===== src/rtl/core/shabc_pkg.sv =====
// ----------------------------------------------------------------------------
// shabc_pkg
// Types and constants of the SHA-256 block compression core.
// ----------------------------------------------------------------------------
package shabc_pkg;

  localparam int WORD_W     = 32;
  localparam int HASH_WORDS = 8;
  localparam int MSG_WORDS  = 16;
  localparam int ROUNDS     = 64;
  localparam int ROUND_W    = $clog2(ROUNDS);
  localparam int MSG_IDX_W  = $clog2(MSG_WORDS);
  localparam int HASH_IDX_W = $clog2(HASH_WORDS);

  localparam logic [MSG_IDX_W-1:0]  LAST_MSG_INDEX  = MSG_IDX_W'(MSG_WORDS - 1);
  localparam logic [HASH_IDX_W-1:0] LAST_HASH_INDEX = HASH_IDX_W'(HASH_WORDS - 1);
  localparam logic [ROUND_W-1:0]    LAST_ROUND      = ROUND_W'(ROUNDS - 1);

  typedef logic [WORD_W-1:0] word_t;
  typedef word_t [HASH_WORDS-1:0] hash_words_t;
  typedef word_t [MSG_WORDS-1:0] msg_words_t;

  typedef enum logic {
    CMD_LOAD_HASH = 1'b0,
    CMD_MSG_WORD  = 1'b1
  } command_t;

  typedef enum logic [1:0] {
    ST_IDLE,
    ST_ROUND,
    ST_FINAL,
    ST_OUT
  } state_t;

  typedef struct packed {
    logic                 command;
    logic [3:0]           word_index;
    logic [WORD_W-1:0]    data_word;
  } in_item_t;

  typedef struct packed {
    logic [WORD_W-1:0]    digest_word;
    logic [2:0]           digest_index;
    logic                 last_word;
  } out_item_t;

  typedef struct packed {
    logic                 load;
    logic                 step;
    logic [ROUND_W-1:0]   round;
  } dp_ctrl_t;

  localparam word_t ROUND_K [ROUNDS] = '{
    32'h428A2F98, 32'h71374491, 32'hB5C0FBCF, 32'hE9B5DBA5,
    32'h3956C25B, 32'h59F111F1, 32'h923F82A4, 32'hAB1C5ED5,
    32'hD807AA98, 32'h12835B01, 32'h243185BE, 32'h550C7DC3,
    32'h72BE5D74, 32'h80DEB1FE, 32'h9BDC06A7, 32'hC19BF174,
    32'hE49B69C1, 32'hEFBE4786, 32'h0FC19DC6, 32'h240CA1CC,
    32'h2DE92C6F, 32'h4A7484AA, 32'h5CB0A9DC, 32'h76F988DA,
    32'h983E5152, 32'hA831C66D, 32'hB00327C8, 32'hBF597FC7,
    32'hC6E00BF3, 32'hD5A79147, 32'h06CA6351, 32'h14292967,
    32'h27B70A85, 32'h2E1B2138, 32'h4D2C6DFC, 32'h53380D13,
    32'h650A7354, 32'h766A0ABB, 32'h81C2C92E, 32'h92722C85,
    32'hA2BFE8A1, 32'hA81A664B, 32'hC24B8B70, 32'hC76C51A3,
    32'hD192E819, 32'hD6990624, 32'hF40E3585, 32'h106AA070,
    32'h19A4C116, 32'h1E376C08, 32'h2748774C, 32'h34B0BCB5,
    32'h391C0CB3, 32'h4ED8AA4A, 32'h5B9CCA4F, 32'h682E6FF3,
    32'h748F82EE, 32'h78A5636F, 32'h84C87814, 32'h8CC70208,
    32'h90BEFFFA, 32'hA4506CEB, 32'hBEF9A3F7, 32'hC67178F2
  };

endpackage


===== src/rtl/core/shabc_round.sv =====
// ----------------------------------------------------------------------------
// shabc_round
// Shared SHA-256 round unit: working variables and a 16-word schedule window,
// one round and one schedule expansion per step.
// ----------------------------------------------------------------------------
module shabc_round (
  input  logic                  clk,
  input  shabc_pkg::dp_ctrl_t   ctrl,
  input  shabc_pkg::hash_words_t hash_in,
  input  shabc_pkg::msg_words_t block_in,
  output shabc_pkg::hash_words_t vars
);

  function automatic shabc_pkg::word_t rotr(input shabc_pkg::word_t x, input int n);
    return (x >> n) | (x << (shabc_pkg::WORD_W - n));
  endfunction

  shabc_pkg::hash_words_t v;
  shabc_pkg::msg_words_t  w;

  shabc_pkg::word_t s_lo0, s_lo1, s_up0, s_up1, ch, maj, t1, t2, w_new, k;

  always_comb begin
    k     = shabc_pkg::ROUND_K[ctrl.round];
    s_lo0 = rotr(w[1], 7) ^ rotr(w[1], 18) ^ (w[1] >> 3);
    s_lo1 = rotr(w[14], 17) ^ rotr(w[14], 19) ^ (w[14] >> 10);
    w_new = s_lo1 + w[9] + s_lo0 + w[0];
    s_up0 = rotr(v[0], 2) ^ rotr(v[0], 13) ^ rotr(v[0], 22);
    s_up1 = rotr(v[4], 6) ^ rotr(v[4], 11) ^ rotr(v[4], 25);
    ch    = (v[4] & v[5]) ^ (~v[4] & v[6]);
    maj   = (v[0] & v[1]) ^ (v[0] & v[2]) ^ (v[1] & v[2]);
    t1    = v[7] + s_up1 + ch + k + w[0];
    t2    = s_up0 + maj;
  end

  always_ff @(posedge clk) begin
    if (ctrl.load) begin
      v <= hash_in;
      w <= block_in;
    end else if (ctrl.step) begin
      v <= {v[6:4], v[3] + t1, v[2:0], t1 + t2};
      w <= {w_new, w[shabc_pkg::MSG_WORDS-1:1]};
    end
  end

  assign vars = v;

endmodule


===== src/rtl/core/sha256_block_compress.sv =====
// ----------------------------------------------------------------------------
// sha256_block_compress
// SHA-256 compression of one 512-bit block with command-style input.
// ----------------------------------------------------------------------------
// Usage:
//   A command is transferred when start is high and busy is low. Command
//   load-hash writes chaining word word_index (0..7; 8..15 is ignored).
//   Command message-word stores block word word_index (0..15). Each write
//   to word 15 compresses the block with the stored chaining words.
//   Loads and words 0..14 produce nothing. A compression keeps busy high
//   through the round state, where the single shared round unit runs one
//   round per cycle, the final state, which adds the working variables
//   into the chaining words, and the output state. The eight updated
//   chaining words follow on result, one per cycle, each marked by
//   result_strobe for one cycle; last_word marks word 7.
//   The receiver cannot stall; results must be taken as they appear.
//   Reset clears the chaining words to zero and returns to idle; message
//   words hold no reset value and must be written before use.
// ----------------------------------------------------------------------------
module sha256_block_compress (
  input  logic                  clk,
  input  logic                  rst,
  input  logic                  start,
  output logic                  busy,
  input  shabc_pkg::in_item_t   item,
  output shabc_pkg::out_item_t  result,
  output logic                  result_strobe
);

  shabc_pkg::state_t   state, state_next;
  logic [shabc_pkg::ROUND_W-1:0] count;
  shabc_pkg::hash_words_t hash;
  shabc_pkg::hash_words_t vars;
  shabc_pkg::msg_words_t  msg, msg_next;
  shabc_pkg::dp_ctrl_t  ctrl;

  logic accept, go, out_last;
  logic [shabc_pkg::HASH_IDX_W-1:0] out_idx;

  assign accept   = start && !busy;
  assign go       = accept && (item.command == shabc_pkg::CMD_MSG_WORD)
                    && (item.word_index == shabc_pkg::LAST_MSG_INDEX);
  assign out_idx  = count[shabc_pkg::HASH_IDX_W-1:0];
  assign out_last = (out_idx == shabc_pkg::LAST_HASH_INDEX);

  always_comb begin
    msg_next = msg;
    msg_next[item.word_index] = item.data_word;
  end

  always_comb begin
    state_next = state;
    case (state)
      shabc_pkg::ST_IDLE:  if (go) state_next = shabc_pkg::ST_ROUND;
      shabc_pkg::ST_ROUND: if (count == shabc_pkg::LAST_ROUND) state_next = shabc_pkg::ST_FINAL;
      shabc_pkg::ST_FINAL: state_next = shabc_pkg::ST_OUT;
      shabc_pkg::ST_OUT:   if (out_last) state_next = shabc_pkg::ST_IDLE;
      default:             state_next = shabc_pkg::ST_IDLE;
    endcase
  end

  always_comb begin
    busy       = (state != shabc_pkg::ST_IDLE);
    ctrl.load  = go;
    ctrl.step  = (state == shabc_pkg::ST_ROUND);
    ctrl.round = count;
  end

  always_ff @(posedge clk) begin
    if (rst) begin
      state         <= shabc_pkg::ST_IDLE;
      count         <= '0;
      hash          <= '0;
      result_strobe <= 1'b0;
    end else begin
      state         <= state_next;
      result_strobe <= (state == shabc_pkg::ST_OUT);
      if (state == shabc_pkg::ST_ROUND) begin
        count <= count + 1'b1;
      end else if (state == shabc_pkg::ST_OUT) begin
        count <= out_last ? '0 : count + 1'b1;
      end
      if (accept && item.command == shabc_pkg::CMD_LOAD_HASH && !item.word_index[3]) begin
        hash[item.word_index[shabc_pkg::HASH_IDX_W-1:0]] <= item.data_word;
      end else if (state == shabc_pkg::ST_FINAL) begin
        for (int i = 0; i < shabc_pkg::HASH_WORDS; i++) begin
          hash[i] <= hash[i] + vars[i];
        end
      end
    end
  end

  always_ff @(posedge clk) begin
    if (accept && item.command == shabc_pkg::CMD_MSG_WORD) begin
      msg <= msg_next;
    end
    if (state == shabc_pkg::ST_OUT) begin
      result.digest_word  <= hash[out_idx];
      result.digest_index <= out_idx;
      result.last_word    <= out_last;
    end
  end

  shabc_round u_round (
    .clk      (clk),
    .ctrl     (ctrl),
    .hash_in  (hash),
    .block_in (msg_next),
    .vars     (vars)
  );

endmodule


===== config.mk =====
export PLATFORM = sky130hd
export DESIGN_NAME = sha256_block_compress
export DESIGN_NICKNAME = d
export VERILOG_FILES = /design/src/rtl/core/shabc_pkg.sv /design/src/rtl/core/shabc_round.sv /design/src/rtl/core/sha256_block_compress.sv
export SDC_FILE = /design/constraint.sdc
export NUM_CORES = 2
export LEC_CHECK = 0
export BUFFER_PORTS_ARGS = -buffer_cell sky130_fd_sc_hd__buf_2
export CAP_MARGIN = 20
export CORE_MARGIN = 2
export CORE_UTILIZATION = 35
export CTS_BUF_LIST = sky130_fd_sc_hd__clkbuf_4 sky130_fd_sc_hd__clkbuf_8
export DETAILED_ROUTE_END_ITERATION = 6
export PLACE_DENSITY_LB_ADDON = 0.3
export SKIP_LAST_GASP = 1
export SLEW_MARGIN = 20
export SYNTH_ARGS = -nofsm -noshare
export SYNTH_HDL_FRONTEND = slang
export SYNTH_SLANG_ARGS = --single-unit
export TNS_END_PERCENT = 30

===== constraint.sdc =====
create_clock -name clk -period 36.5 [get_ports clk]
set_input_delay 1.825 -clock clk [delete_from_list [all_inputs] [get_ports clk]]
set_output_delay 1.825 -clock clk [all_outputs]
set_load 0.02 [all_outputs]

==> impl_metrics.env <==
export IMPL_remaining_drc_errors=1
export IMPL_min_path_type="register to register"
export IMPL_critPathMaxFanout=32
export IMPL_post_cts_buffers=0
export IMPL_core_mm2=0.268
export IMPL_relSlewSlack=0.178
export IMPL_gr_usage_all_layers=0.259
export IMPL_setup_worst_path_class="register to register"
export IMPL_cts_sinks=1549
export IMPL_r2r_setup_slack_ps=25360
export IMPL_layout_commonest_cell="nand2_1"
export IMPL_setup_viol=0
export IMPL_syn_to_final_growth_pct=10.6
export IMPL_regArea_mm2=0.0439
export IMPL_max_freq_mhz=89.8
export IMPL_cp_arrival_ps=11800
export IMPL_synth_edf_count=1284
export IMPL_cts_resized=0
export IMPL_rsz0062_at_grt="no"
export IMPL_grt_max_degree=210
export IMPL_synth_cells=9441
export IMPL_cpPeakStageDelay_ps=970
export IMPL_period_share=0.305
export IMPL_worstSetupStartpointType="register"
export IMPL_synth_seq_area_share=0.465
export IMPL_syn_nets=10100
export IMPL_die_area_mm2=0.274
export IMPL_first_pass_iters=7
export IMPL_synth_top_cell_area_share=0.408
export IMPL_h_tree_depth=5
export IMPL_fin_area_mm2=0.104
export IMPL_start_util=0.352
export IMPL_num_rows=190
export IMPL_fin_crit_ps=11140
export IMPL_syn_avg_cell_area_um2=10.0
export IMPL_synth_compound_area_frac=0.124
export IMPL_synth_simple_area_share=0.146
export IMPL_end_kind="register"
export IMPL_cp_slowest_cell="o31ai_1"
export IMPL_fp_dieW_um=523
export IMPL_ys_flop_type="edfxtp_1"
export IMPL_cts_buffer_depth=4
export IMPL_synth_mux_area_frac=0.0820
export IMPL_synth_top_family_by_area="simple AND/OR/NAND/NOR gates"
export IMPL_setup_slack_ps=25360
export IMPL_synth_largest_area_cell="edfxtp_1"
export IMPL_r2r_cells=37
export IMPL_synth_fa_ha_area_frac=0.0944
export IMPL_hold_buffers=0
export IMPL_multi_input_area_mm2=0.0473
export IMPL_synth_seq_cells=1549
export IMPL_place_gp_congestion=1.01
export IMPL_timing_setup_tns_ps=0
export IMPL_cts_buffers_inserted=293
export IMPL_clockRootBuffer="clkbuf_8"
export IMPL_tightest_slew_ps=1230
export IMPL_antenna_found_initial=25
export IMPL_ant_nets=0
export IMPL_synth_area_mm2=0.0944
export IMPL_clk_latency_ps=990
export IMPL_worst_ep_required_time_ps=37160
export IMPL_grt_overflow=0
export IMPL_die_height_um=523
export IMPL_violations="design-rule violations"
export IMPL_grt_pass1_wl_um=520000
export IMPL_whs_path_depth=2
export IMPL_place_area_mm2=0.0985
export IMPL_drtIter0Drc=7730
export IMPL_status="finished, violations left"
export IMPL_ys_top_cells_by_area="edfxtp_1 (41%), nand2_1 (9.9%), mux2_2 (5.8%), dfxtp_1 (5.6%), ha_1 (5.3%)"
export IMPL_grt_pass1_vias=73000
export IMPL_drive_gt1_frac=0.139
export IMPL_crit_top_cell="inv_1"
export IMPL_async_flop_share=0
export IMPL_clkTransAtPathRegs_ps=60
export IMPL_nFillCells=26400
export IMPL_pin_count=78
export IMPL_cap_viol_max_count=0
export IMPL_routed_wl_um=362000
export IMPL_io_buffers=77
export IMPL_viasPerCell=5.68
export IMPL_skew_ps=102
export IMPL_tritoncts="built"
export IMPL_finalHoldViolations=0
export IMPL_most_common_layout_cells="nand2_1 (2,472), edfxtp_1 (1,284), mux2_2 (488)"
export IMPL_yosys_warnings=0
export IMPL_dr_total_vias=74900
export IMPL_num_nets_final=10000
export IMPL_slew_violations=0
export IMPL_ys_types=90
export IMPL_synth_xor_area_frac=0.0527
export IMPL_dp_slack_ps=25610
export IMPL_wl_per_cell_um=27.5
export IMPL_hpwl_um=254000
-- sequential cells by signal, indices dropped and copies added, names as in the netlist --
name           cells
count              6
hash             256
msg              480
result            36
result_strobe      1
state              2
u_round.vars     256
u_round.w        512
-- area by class of cell --
cell class                      instances  share of cell area
Multi-Input combinational cell       6988               0.453
Sequential cell                      1549               0.420
Clock buffer                          414              0.0487
Tap cell                             3552              0.0426
Timing Repair Buffer                  224              0.0153
Inverter                              344              0.0124
Clock inverter                         93             0.00663
Antenna cell                           20            0.000480
-- logic make-up (layout without fill, tap and decap cells) --
kind of cell	Yosys count	in the layout
buffers and inverters	904	1075
muxes	623	623
AOI/OAI and AO/OA	1807	1807
other	0	20
and+or+nand+nor	3394	3394
xor gates and xnor gates	568	568
adders and majority gates	596	596
DFF	1549	1549
-- cell usage after synthesis, drive strengths merged (11+ instances only) --
library cell and number:
a2111oi 15, a211o 12, a211oi 94, a21o 188, a21oi 429, a221oi 26, a311oi 60, a31o 13
a31oi 55, and2 16, and3 38, buf 48, clkbuf 512, dfxtp 265, edfxtp 1284, fa 195
ha 398, inv 343, mux2 489, mux2i 63, mux4 71, nand2 2477, nand2b 67, nand3 89
nand3b 12, nand4 18, nor2 429, nor2b 49, nor3 99, nor4 15, o2111ai 11, o211a 92
o211ai 24, o21a 60, o21ai 525, o21bai 38, o221ai 13, o22ai 39, o31ai 22, or2 20
or3 34, xnor2 343, xor2 225
-- metal layers --
metal  wire length [um]  GRT usage  share of wire  up-vias
li1                   -          -              -    33200
met1             150000      0.339           0.41    37500
met2             164000      0.407           0.45     3356
met3              27600     0.0467          0.076      845
met4              21100      0.137          0.058        0
met5                  0          0              0        -
-- path summary, 6_finish.rpt --
check                 start               end
min          u_round.w[158]    u_round.w[126]
max reg2reg        count[1]  u_round.vars[31]
max                count[1]  u_round.vars[31]
min reg2reg  u_round.w[158]    u_round.w[126]
-- metrics by stage --
stage / util / hold WS (ps) / std cells
2_1_floorplan: - / 459 / 9441
3_3_place_gp: 0.367 / 493 / 12700
3_5_place_dp: 0.367 / 498 / 12700
4_1_cts: 0.389 / 472 / 13200
5_1_grt: 0.389 / 498 / 13200
6_report: 0.389 / 475 / 13200
-- critical path, delay by kind of cell, from the launching register on --
family | cells | cell delay, ps
fa+ha+maj | 7 | 3380
simple gates | 8 | 1790
buf+inv | 8 | 1370
compound gates | 12 | 3270
xor+xnor | 2 | 680
flops | 1 | 310
Power is left out: the tool's default activity adds up to more than one toggle a clock period on the data nets, which glitch-free logic cannot reach.
